$ cat src/hdl/rtc_match_alarm_registers_macros.svh
// Assertion macros for the RTC match-alarm register block.
// Both macros sample on clk and are disabled while rst_n is low.
`ifndef RTC_MATCH_ALARM_REGISTERS_MACROS_SVH
`define RTC_MATCH_ALARM_REGISTERS_MACROS_SVH

// Same-cycle implication.
`define RTCMA_ASSERT_IMP(label, ante, cons, msg) \
  label: assert property (@(posedge clk) disable iff (!rst_n) (ante) |-> (cons)) \
    else $error(msg);

// Next-cycle implication.
`define RTCMA_ASSERT_NXT(label, ante, cons, msg) \
  label: assert property (@(posedge clk) disable iff (!rst_n) (ante) |=> (cons)) \
    else $error(msg);

`endif

$ cat src/hdl/rtcma_pkg.sv
// ----------------------------------------------------------------------------
// rtcma_pkg
// Types, register offsets and constants shared by the RTC match-alarm block.
// ----------------------------------------------------------------------------
`default_nettype none

package rtcma_pkg;

  localparam logic [31:0] FIXED_EPOCH = 32'd1735689600;

  // Request codes.
  localparam logic [1:0] REQ_READ  = 2'd0;
  localparam logic [1:0] REQ_WRITE = 2'd1;
  localparam logic [1:0] REQ_TICK  = 2'd2;

  // Register map.
  localparam logic [11:0] ADDR_DR   = 12'h000;
  localparam logic [11:0] ADDR_MR   = 12'h004;
  localparam logic [11:0] ADDR_LR   = 12'h008;
  localparam logic [11:0] ADDR_CR   = 12'h00c;
  localparam logic [11:0] ADDR_IMSC = 12'h010;
  localparam logic [11:0] ADDR_RIS  = 12'h014;
  localparam logic [11:0] ADDR_MIS  = 12'h018;
  localparam logic [11:0] ADDR_ICR  = 12'h01c;
  localparam logic [11:0] ID_BASE   = 12'hfe0;
  localparam logic [11:0] ID_LAST   = 12'hffc;

  typedef struct packed {
    logic [1:0]  req_type;
    logic [11:0] offset;
    logic [31:0] write_data;
    logic [31:0] host_seconds;
  } req_t;

  typedef struct packed {
    logic [31:0] read_data;
    logic        irq_level;
  } res_t;

  // Alarm state seen by the top level's checks.
  typedef struct packed {
    logic armed;
    logic raw;
    logic tick_fire;
  } rtcma_status_t;

  // Peripheral and cell ID bytes, one per word of the ID window.
  function automatic logic [7:0] id_byte(input logic [2:0] idx);
    logic [7:0] b;
    case (idx)
      3'd0:    b = 8'h31;
      3'd1:    b = 8'h10;
      3'd2:    b = 8'h14;
      3'd3:    b = 8'h00;
      3'd4:    b = 8'h0d;
      3'd5:    b = 8'hf0;
      3'd6:    b = 8'h05;
      default: b = 8'hb1;
    endcase
    return b;
  endfunction

endpackage

`default_nettype wire

$ cat src/hdl/rtcma_if.sv
// ----------------------------------------------------------------------------
// rtcma_if
// Request and result channel interfaces with valid/ready handshakes.
// ----------------------------------------------------------------------------
`default_nettype none

interface rtcma_req_if;
  logic        valid;
  logic        ready;
  logic [1:0]  req_type;
  logic [11:0] offset;
  logic [31:0] write_data;
  logic [31:0] host_seconds;

  modport source (output valid, req_type, offset, write_data, host_seconds, input ready);
  modport sink   (input valid, req_type, offset, write_data, host_seconds, output ready);
endinterface

interface rtcma_res_if;
  logic        valid;
  logic        ready;
  logic [31:0] read_data;
  logic        irq_level;

  modport source (output valid, read_data, irq_level, input ready);
  modport sink   (input valid, read_data, irq_level, output ready);
endinterface

`default_nettype wire

$ cat src/hdl/rtcma_in_stage.sv
// ----------------------------------------------------------------------------
// rtcma_in_stage
// Input register: captures one request and holds it until the core takes it.
// ----------------------------------------------------------------------------
`default_nettype none

module rtcma_in_stage
  import rtcma_pkg::*;
(
  input  logic clk,
  input  logic rst_n,
  input  logic in_valid,
  output logic in_ready,
  input  req_t in_req,
  input  logic advance,
  output logic req_valid,
  output req_t req
);

  logic valid_r;
  logic valid_nxt;
  req_t req_r;

  // A new request may enter in the same cycle the held one moves on.
  assign in_ready  = !valid_r || advance;
  assign valid_nxt = in_ready ? in_valid : valid_r;

  always_ff @(posedge clk) begin
    if (!rst_n) begin
      valid_r <= 1'b0;
    end else begin
      valid_r <= valid_nxt;
    end
  end

  always_ff @(posedge clk) begin
    if (in_ready && in_valid) begin
      req_r <= in_req;
    end
  end

  assign req_valid = valid_r;
  assign req       = req_r;

endmodule

`default_nettype wire

$ cat src/hdl/rtcma_core.sv
// ----------------------------------------------------------------------------
// rtcma_core
// Register file, visible count and one-shot match alarm.
// ----------------------------------------------------------------------------
`default_nettype none

module rtcma_core
  import rtcma_pkg::*;
(
  input  logic          clk,
  input  logic          rst_n,
  input  logic          cfg_we,
  input  logic          cfg_wdata,
  input  logic          advance,
  input  req_t          req,
  output res_t          res,
  output rtcma_status_t status
);

  logic        live_r;
  logic [31:0] match_r,   match_nxt;
  logic [31:0] load_r,    load_nxt;
  logic [31:0] ctrl_r,    ctrl_nxt;
  logic [31:0] mask_r,    mask_nxt;
  logic [31:0] cnt_ofs_r, cnt_ofs_nxt;
  logic        raw_r,     raw_nxt;
  logic        armed_r,   armed_nxt;

  logic [31:0] host_cnt;
  logic [31:0] vis_cnt;
  logic [31:0] rd;
  logic        in_id;
  logic        fire;

  assign host_cnt = live_r ? req.host_seconds : FIXED_EPOCH;
  assign vis_cnt  = host_cnt + cnt_ofs_r;
  assign in_id    = (req.offset >= ID_BASE) && (req.offset <= ID_LAST);

  always_comb begin
    match_nxt   = match_r;
    load_nxt    = load_r;
    ctrl_nxt    = ctrl_r;
    mask_nxt    = mask_r;
    cnt_ofs_nxt = cnt_ofs_r;
    raw_nxt     = raw_r;
    armed_nxt   = armed_r;
    rd          = '0;
    fire        = 1'b0;
    case (req.req_type)
      REQ_READ: begin
        if (in_id) begin
          rd = {24'd0, id_byte(req.offset[4:2])};
        end else begin
          unique case (req.offset)
            ADDR_DR:   rd = vis_cnt;
            ADDR_MR:   rd = match_r;
            ADDR_LR:   rd = load_r;
            ADDR_CR:   rd = ctrl_r;
            ADDR_IMSC: rd = mask_r;
            ADDR_RIS:  rd = {31'd0, raw_r};
            ADDR_MIS:  rd = {31'd0, raw_r & mask_r[0]};
            default:   rd = '0;
          endcase
        end
      end
      REQ_WRITE: begin
        unique case (req.offset)
          ADDR_MR: begin
            match_nxt = req.write_data;
            armed_nxt = 1'b1;
          end
          ADDR_LR: begin
            load_nxt    = req.write_data;
            cnt_ofs_nxt = req.write_data - host_cnt;
          end
          ADDR_CR:   ctrl_nxt = req.write_data;
          ADDR_IMSC: mask_nxt = req.write_data;
          ADDR_ICR:  raw_nxt  = raw_r & ~req.write_data[0];
          default: ;
        endcase
      end
      REQ_TICK: begin
        if (armed_r && (vis_cnt >= match_r)) begin
          fire      = 1'b1;
          raw_nxt   = 1'b1;
          armed_nxt = 1'b0;
        end
      end
      default: ;
    endcase
  end

  always_ff @(posedge clk) begin
    if (!rst_n) begin
      live_r    <= 1'b0;
      match_r   <= '0;
      load_r    <= '0;
      ctrl_r    <= '0;
      mask_r    <= '0;
      cnt_ofs_r <= '0;
      raw_r     <= 1'b0;
      armed_r   <= 1'b0;
    end else begin
      if (cfg_we) begin
        live_r <= cfg_wdata;
      end
      if (advance) begin
        match_r   <= match_nxt;
        load_r    <= load_nxt;
        ctrl_r    <= ctrl_nxt;
        mask_r    <= mask_nxt;
        cnt_ofs_r <= cnt_ofs_nxt;
        raw_r     <= raw_nxt;
        armed_r   <= armed_nxt;
      end
    end
  end

  // The interrupt level in a result is the raw status after its request, masked by bit 0 of the mask.
  assign res.read_data  = rd;
  assign res.irq_level  = raw_nxt & mask_nxt[0];

  assign status.armed     = armed_r;
  assign status.raw       = raw_r;
  assign status.tick_fire = advance && fire;

endmodule

`default_nettype wire

$ cat src/hdl/rtcma_out_stage.sv
// ----------------------------------------------------------------------------
// rtcma_out_stage
// Result register: holds a result until the downstream side takes it.
// ----------------------------------------------------------------------------
`default_nettype none

module rtcma_out_stage
  import rtcma_pkg::*;
(
  input  logic clk,
  input  logic rst_n,
  input  logic req_valid,
  input  res_t res,
  output logic advance,
  output logic out_valid,
  input  logic out_ready,
  output res_t out_res
);

  logic valid_r;
  logic valid_nxt;
  res_t res_r;

  // The held request moves on when the result register is free or draining.
  assign advance   = req_valid && (!valid_r || out_ready);
  assign valid_nxt = advance ? 1'b1 : (valid_r && !out_ready);

  always_ff @(posedge clk) begin
    if (!rst_n) begin
      valid_r <= 1'b0;
    end else begin
      valid_r <= valid_nxt;
    end
  end

  always_ff @(posedge clk) begin
    if (advance) begin
      res_r <= res;
    end
  end

  assign out_valid = valid_r;
  assign out_res   = res_r;

endmodule

`default_nettype wire

$ cat src/hdl/rtc_match_alarm_registers.sv
// ----------------------------------------------------------------------------
// rtc_match_alarm_registers
// RTC register block with a count offset, a one-shot match alarm and ID words.
// ----------------------------------------------------------------------------
//  Channel   Dir  Payload                                        Handshake
//  in_ch     in   req_type, offset, write_data, host_seconds     valid/ready
//  out_ch    out  read_data, irq_level                           valid/ready
//  cfg_*     in   cfg_wdata (live clock select)                  cfg_we
//
//  One request per cycle while out_ch takes results; a result is offered once
//  its request has passed the input register, then the result register.
//  The adder and compare for the visible count sit between those registers.
//  rst_n (synchronous) clears valid flags and core registers, clock select too.
//  A stalled result holds the result register, and the input register then
//  holds one more request before in_ch.ready drops.
// ----------------------------------------------------------------------------
`default_nettype none

`include "rtc_match_alarm_registers_macros.svh"

module rtc_match_alarm_registers
  import rtcma_pkg::*;
(
  input  logic        clk,
  input  logic        rst_n,
  input  logic        cfg_we,
  input  logic        cfg_wdata,
  rtcma_req_if.sink   in_ch,
  rtcma_res_if.source out_ch
);

  req_t          in_req;
  req_t          req;
  res_t          res;
  res_t          out_res;
  rtcma_status_t status;
  logic          req_valid;
  logic          advance;

  assign in_req.req_type     = in_ch.req_type;
  assign in_req.offset       = in_ch.offset;
  assign in_req.write_data   = in_ch.write_data;
  assign in_req.host_seconds = in_ch.host_seconds;

  rtcma_in_stage u_in_stage (
    .clk       (clk),
    .rst_n     (rst_n),
    .in_valid  (in_ch.valid),
    .in_ready  (in_ch.ready),
    .in_req    (in_req),
    .advance   (advance),
    .req_valid (req_valid),
    .req       (req)
  );

  rtcma_core u_core (
    .clk       (clk),
    .rst_n     (rst_n),
    .cfg_we    (cfg_we),
    .cfg_wdata (cfg_wdata),
    .advance   (advance),
    .req       (req),
    .res       (res),
    .status    (status)
  );

  rtcma_out_stage u_out_stage (
    .clk       (clk),
    .rst_n     (rst_n),
    .req_valid (req_valid),
    .res       (res),
    .advance   (advance),
    .out_valid (out_ch.valid),
    .out_ready (out_ch.ready),
    .out_res   (out_res)
  );

  assign out_ch.read_data = out_res.read_data;
  assign out_ch.irq_level = out_res.irq_level;

  // A held request is never lost while the result side stalls.
  `RTCMA_ASSERT_NXT(a_hold_req, req_valid && !advance, req_valid, "held request dropped")
  // Raw status only rises through an alarm firing on a tick.
  `RTCMA_ASSERT_IMP(a_raw_rise, $past(rst_n) && $rose(status.raw), $past(status.tick_fire), "raw status set without alarm")
  // The alarm only disarms by firing, which leaves raw status set.
  `RTCMA_ASSERT_IMP(a_disarm, $past(rst_n) && $fell(status.armed), status.raw, "alarm disarmed without firing")
  // A firing alarm always yields a result with raw status behind it.
  `RTCMA_ASSERT_NXT(a_fire_res, status.tick_fire, out_ch.valid && status.raw, "fired alarm lost")

endmodule

`default_nettype wire
$ cat src/flat_wrapper.sv
// flat-port wrapper written by rule: the top's interface ports become plain ports
module rtc_match_alarm_registers_flat import rtcma_pkg::*;
  (clk, rst_n, cfg_we, cfg_wdata, in_ch_valid, in_ch_req_type, in_ch_offset, in_ch_write_data, in_ch_host_seconds, in_ch_ready, out_ch_valid, out_ch_read_data, out_ch_irq_level, out_ch_ready);
  rtcma_req_if in_ch_i ();
  rtcma_res_if out_ch_i ();
  input  logic clk;
  input  logic rst_n;
  input  logic cfg_we;
  input  logic cfg_wdata;
  input wire logic [$bits(in_ch_i.valid)-1:0] in_ch_valid;
  input wire logic [$bits(in_ch_i.req_type)-1:0] in_ch_req_type;
  input wire logic [$bits(in_ch_i.offset)-1:0] in_ch_offset;
  input wire logic [$bits(in_ch_i.write_data)-1:0] in_ch_write_data;
  input wire logic [$bits(in_ch_i.host_seconds)-1:0] in_ch_host_seconds;
  output wire logic [$bits(in_ch_i.ready)-1:0] in_ch_ready;
  output wire logic [$bits(out_ch_i.valid)-1:0] out_ch_valid;
  output wire logic [$bits(out_ch_i.read_data)-1:0] out_ch_read_data;
  output wire logic [$bits(out_ch_i.irq_level)-1:0] out_ch_irq_level;
  input wire logic [$bits(out_ch_i.ready)-1:0] out_ch_ready;
  assign in_ch_i.valid = in_ch_valid;
  assign in_ch_i.req_type = in_ch_req_type;
  assign in_ch_i.offset = in_ch_offset;
  assign in_ch_i.write_data = in_ch_write_data;
  assign in_ch_i.host_seconds = in_ch_host_seconds;
  assign in_ch_ready = in_ch_i.ready;
  assign out_ch_valid = out_ch_i.valid;
  assign out_ch_read_data = out_ch_i.read_data;
  assign out_ch_irq_level = out_ch_i.irq_level;
  assign out_ch_i.ready = out_ch_ready;
  rtc_match_alarm_registers u_core (.clk(clk), .rst_n(rst_n), .cfg_we(cfg_we), .cfg_wdata(cfg_wdata), .in_ch(in_ch_i), .out_ch(out_ch_i));
endmodule
$ cat config.mk
export PLATFORM = sky130hd
export DESIGN_NAME = rtc_match_alarm_registers_flat
export DESIGN_NICKNAME = d
export VERILOG_FILES = /design/src/hdl/rtcma_pkg.sv /design/src/hdl/rtcma_if.sv /design/src/hdl/rtcma_in_stage.sv /design/src/hdl/rtcma_core.sv /design/src/hdl/rtcma_out_stage.sv /design/src/hdl/rtc_match_alarm_registers.sv /design/src/flat_wrapper.sv
export VERILOG_INCLUDE_DIRS = /design/src /design/src/hdl
export SDC_FILE = /design/constraint.sdc
export NUM_CORES = 1
export LEC_CHECK = 0
export ABC_AREA = 1
export BUFFER_PORTS_ARGS = -buffer_cell sky130_fd_sc_hd__buf_4
export CORE_AREA = 2 2 213 215
export CTS_BUF_LIST = sky130_fd_sc_hd__clkbuf_16
export CTS_CLUSTER_DIAMETER = 150
export DETAILED_ROUTE_END_ITERATION = 16
export DIE_AREA = 0 0 215 217
export SETUP_SLACK_MARGIN = 0.05
export SLEW_MARGIN = 20
export SYNTH_ARGS = -nofsm -noshare
export SYNTH_HDL_FRONTEND = slang
export SYNTH_SLANG_ARGS = --single-unit
$ cat constraint.sdc
create_clock -name clk -period 3.2 [get_ports clk]
set_input_delay 0.64 -clock clk [delete_from_list [all_inputs] [get_ports clk]]
set_output_delay 0.64 -clock clk [all_outputs]
set_load 0.02 [all_outputs]
* After elaboration in Yosys (flattened, before gate mapping)
Index checks and enable logic that the tools add are counted. Widths: inputs -> output; s select.
Storage, ports and cells: output and inout port bits 35, register bits 276, word-level logic and storage cells 78
Cells by class: $lt $le $gt $ge 3, multiplexer cells 13, equality and inequality tests 17, reductions and logical operators 20, add/sub/neg operators 2, bitwise logic cells 5
Operators with widths (count):
- $pmux 32 s7 | 1
- $pmux 8 s7 | 1
- $eq 12x5->1 const B | 4
- $add 32x32->32 | 1
- $ge 32x32->1 | 1
- $mux 32 | 1
- $sub 32x32->32 | 1
- $eq 12x4->1 const B | 2
- $eq 12x3->1 const B | 1
- $ge 12x12->1 const B | 1
- $le 12x12->1 const B | 1
- $logic_not 12->1 | 1
- $reduce_and 3->1 | 4
- $eq 3x3->1 const B | 3
- $mux 8 | 1
- $mux 1 | 7
- $eq 3x2->1 const B | 2
- $logic_and 1x1->1 | 5
- $ne 2x2->1 const B | 2
- $pmux 1 s2 | 2
- $reduce_and 4->1 | 1
- $and 1x1->1 | 3
- $eq 3x1->1 const B | 1
- $logic_not 1->1 | 3
- other kinds (8) | 10

* Longest topological paths before layout
depth after elaboration 7, gate-level depth with buffers 31, gate-level depth less buffers 30

* Cells and area by module
Synthesis repeated with hierarchy kept, for this count alone.
Unflattened totals: cells, all modules 2029, area, all modules 15691.3 µm²
By module, submodules not included:
- rtcma_core | cells each 1904, area each 12255.5 µm², sequential area each 3263.1 µm², times used 1
- rtcma_in_stage | cells each 85, area each 2393.5 µm², sequential area each 2362.3 µm², times used 1
- rtcma_out_stage | cells each 40, area each 1042.2 µm², sequential area each 1011.0 µm², times used 1

* Worst setup path after synthesis
Ideal clock, no wire load.
kind flip-flop to flip-flop, start point reg u_core.u_core.live_r, end point reg u_core.u_out_stage.res_r, in the netlist u_core.u_out_stage.out_res[0] (data pin), required time 2.939 ns, path slack -0.327 ns, setup time 0.261 ns, arrival time 3.266 ns, cell stages (with the launch flop) 26, cell sequence dfxtp_1 > clkbuf_1 > inv_1 > buf_1 > nor2_1 > inv_1 > ha_1 > nand2_1 > nor2_1 > inv_1 > nor2_1 > inv_1 > or2_1 > nand3_1 > nand2_1 > and2_1 > ha_1 > a21oi_1 > o21a_1 > a21oi_1 > nor2_1 > nand2_1 > nand2_1 > nand2_1 > nand2_1 > a21oi_1
RTL lines:
- from (decl) | line rtcma_core.sv:20 | logic live_r;
- from (signal assigned) | line rtcma_core.sv:105 | live_r <= cfg_wdata;
- to (signal assigned) | line rtcma_out_stage.sv:38 | res_r <= res;
- to (decl) | line rtcma_out_stage.sv:22 | res_t res_r;

* Final worst setup path
start point reg u_core.u_core.live_r, end point reg u_core.u_out_stage.res_r, in the netlist u_core.u_out_stage.out_res[32] (data pin)
On the way: word-level cells in the longest chain between the ends 3
RTL lines:
- $mux 32 | line rtcma_core.sv:35 | assign host_cnt = live_r ? req.host_seconds : FIXED_EPOCH;
- $add 32x32->32 | line rtcma_core.sv:36 | assign vis_cnt = host_cnt + cnt_ofs_r;
- $pmux 32 s7 | line rtcma_core.sv:54 | unique case (req.offset)
Every way passes these cells. A chain may end at the register's enable or synchronous reset.

==> flow_metrics.tcl <==
set metrics [dict create \
    stdcell_area_mm2 0.02097 \
    finalClockSkew_ns 0.01615 \
    fill_cells 4419 \
    grt_pass1_wl_um 79650 \
    drt-pass1-iter-count 5 \
    hp-class "in -> reg" \
    coreArea_mm2 0.04470 \
    finalCritPeriodShare 1.092 \
    routed_wire_length_per_instance_um 17.50 \
    grt_pass1_vias 14330 \
    gp_congestion 0.9925 \
    syn_inst 1984 \
    detail-route-antenna-nets 0 \
    syn_area_mm2 0.01542 \
    drv_cap 0 \
    required_ns 3.48 \
    worstSkewPairLatency_ns 0.55 \
    clock_tree.root_cell "clkbuf_16" \
    max_stage_delay_ns 0.40 \
    grt_max_degree 128 \
    powerDensity_mw_per_mm2 408.3 \
    yosys_warnings 0 \
    end_kind "register" \
    drc 0 \
    cts_hold_buf 0 \
    relSlewSlack 0.4062 \
    netlist_top_cells_area "edfxtp_1 (22%), dfxtp_1 (21%), a21oi_1 (8.5%)" \
    placed_cell_area_mm2 0.01839 \
    synth.avg_cell_area_um2 7.770 \
    track_usage 0.2181 \
    initial_core_util 0.3449 \
    rows 78 \
    status "finished with violations" \
    cts.path.max_buffers 3 \
    dp_hpwl_um 38480 \
    final_nets 2487 \
    die_area_mm2 0.04666 \
    hold_viol 0 \
    io_buffers 118 \
    die_h_um 217 \
    rsz0062_at_grt "yes" \
    drive_above_1_share 0.2814 \
    synth_top_area_share 0.2162 \
    p_leak_nw 8.641 \
    crit_chain "buf_8, nand2_1, inv_2, ha_4, nand3_1, nand3_2, nand2_2, nand3_2, buf_4, nand2_1, nand2_2, nand3b_1, nand3b_1, buf_4, buf_4, buf_4, buf_4, buf_4, buf_4, buf_4, buf_4, buf_4, nand3_2, a21oi_1" \
    crit_path_start_kind "register" \
    synth.distinct_cells 48 \
    peakVddDrop_mv 0.3737 \
    async_reset_ff_frac 0 \
    period_needed_ns 3.493 \
    ys.flop_type "dfxtp_1" \
    cts.clk_slew.worst_paths_ns 0.06 \
    cts_sinks 276 \
    cts_tree "built" \
    syn-num-nets 2167 \
    drt_iter0_markers 1035 \
    worstPathArrival_ns 3.77 \
    slowest_stage "dfxtp_4" \
    grt_overflow 0 \
    max_slew.worst_pin.slew_ns 0.8907 \
    wl_um 51310 \
    ys_ff_latch 276 \
    violations "setup timing" \
    crit_type "reg -> reg" \
    routed_via_density 4.976 \
    layout_setup_ws_ns -0.2929 \
    dr_total_vias 14590 \
    htree_levels 2 \
    synth_enable_flop_cells 111 \
    maxSlewViolCount 0 \
    dp.cells 2829 \
    fmax_mhz 286.3 \
    synth_area_leader_cell "edfxtp_1" \
    ys_seq_area_frac 0.4305 \
    ioPinCount 119 \
    numCtsBuffers 35 \
    setup_viol 4 \
    area_delta_synth_final_pct 36.00 \
    fin_cells 2932 \
    crit_top_cell "buf_4" \
    dieWidth_um 215 \
    cp_max_fo 9 \
    antenna_found_initial 1 \
]
[state kept, by name, indices dropped and copies added, names as in the netlist, 32 cells and up]
name	flops
u_core.u_out_stage.out_res	33
u_core.u_core.mask_r	32
u_core.u_core.cnt_ofs_r	32
u_core.u_in_stage.req	78
u_core.u_core.ctrl_r	32
u_core.u_core.load_r	32
u_core.u_core.match_r	32
[cell usage in the layout (no fill, tap or decap), drive strengths merged, types with 3 or more instances in the layout]
cell	n
buf	351
o22ai	57
nor4	4
nand4	20
o211ai	6
o21a	19
nor3	21
clkbuf	36
nand2	305
nand3	90
ha	97
dfxtp	165
nand3b	13
xor2	21
o21ai	202
inv	312
a21o	7
a21oi	263
o21bai	13
nor2	167
clkinv	16
edfxtp	111
xnor2	7
and2	9
or2	3
[per-stage QoR]
step / worst slack, ns / setup TNS, ns / power (mW) / utilization / hold slack [ns]
after floorplan: 0.04245 / 0 / 4.349 / - / 0.4237
after global placement: -0.6456 / -1.779 / 4.746 / 0.4113 / 0.4326
after detailed placement: -0.6584 / -1.817 / 4.749 / 0.4113 / 0.4384
after CTS: -0.2796 / -0.8627 / 8.612 / 0.4571 / 0.2361
after global routing: -0.5315 / -2.002 / 8.902 / 0.4690 / 0.2387
final: -0.2929 / -1.063 / 8.561 / 0.4690 / 0.2650
[power breakdown]
group	internal [mW]	switching, mW
logic	0.391	0.544
registers	3.75	0.0987
clock network	2.22	1.56
total	6.36	2.20
[final cells by class]
cell class	count	area, µm²	area share
diodes	1	2.502	0.0001194
clock buffers	36	900.9	0.04297
clock inverters	28	205.2	0.009788
inverters	304	1157	0.05520
multi-input cells	1336	8577	0.4091
flip-flops and latches	276	6640	0.3167
well taps	600	750.7	0.03581
repair buffers	351	2731	0.1303
[worst paths after layout]
path                                              start                              to  slack [ns]  depth (start not counted)
worst min register to register  u_core.u_core.load_r[8]         u_core.u_core.load_r[8]        0.45                          2
worst min-delay path                    in_ch_offset[1]       u_core.u_in_stage.req[65]        0.27                          1
worst max register to register     u_core.u_core.live_r  u_core.u_out_stage.out_res[32]       -0.29                         24
worst max-delay path               u_core.u_core.live_r  u_core.u_out_stage.out_res[32]       -0.29                         24
[synthesized netlist by cell type, drive strengths merged, types with 4 or more instances]
library cell,instances
nand2,305
inv,303
a21oi,263
o21ai,202
nor2,167
dfxtp,165
edfxtp,111
ha,97
nand3,90
o22ai,57
clkbuf,46
buf,22
nor3,21
xor2,21
nand4,20
o21a,19
nand3b,13
o21bai,13
and2,9
a21o,7
xnor2,7
o211ai,6
nor4,4
[critical path, delay by kind of cell, from the launching register on]
family                     cells  cell delay, ns
buffers and inverters         12            1.52
AOI/OAI and AO/OA              1            0.08
DFF                            1            0.40
adders and majority gates      1            0.20
and+or+nand+nor               10            1.03
[routing by layer]
metal | track usage | vias to the layer above | routed length [µm]
met5 | 0 | - | 0
met4 | 0.06736 | 0 | 1410
met3 | 0.03760 | 81 | 2688
met2 | 0.3518 | 355 | 23210
met1 | 0.2990 | 6813 | 24000
li1 | - | 7342 | -
[logic make-up (layout without fill, tap and decap cells)]
group | Yosys count | in the layout | synth area share
buffers and inverters | 372 | 719 | 0.09277
and+or+nand+nor | 633 | 633 | 0.1788
DFF | 276 | 276 | 0.4305
adders and majority gates | 99 | 99 | 0.08132
other | 0 | 1 | 0
xor gates and xnor gates | 28 | 28 | 0.01591
AOI/OAI and AO/OA | 576 | 576 | 0.2007
[what timing repair did]
| action | in CTS | in global routing |
|---|---|---|
| endpoints found under the setup margin | 3 | 4 |
| setup buffers | 22 | 16 |
| gates resized for setup | 180 | 106 |
| pin swaps | 56 | 46 |
(Power assumes the default switching activity.)
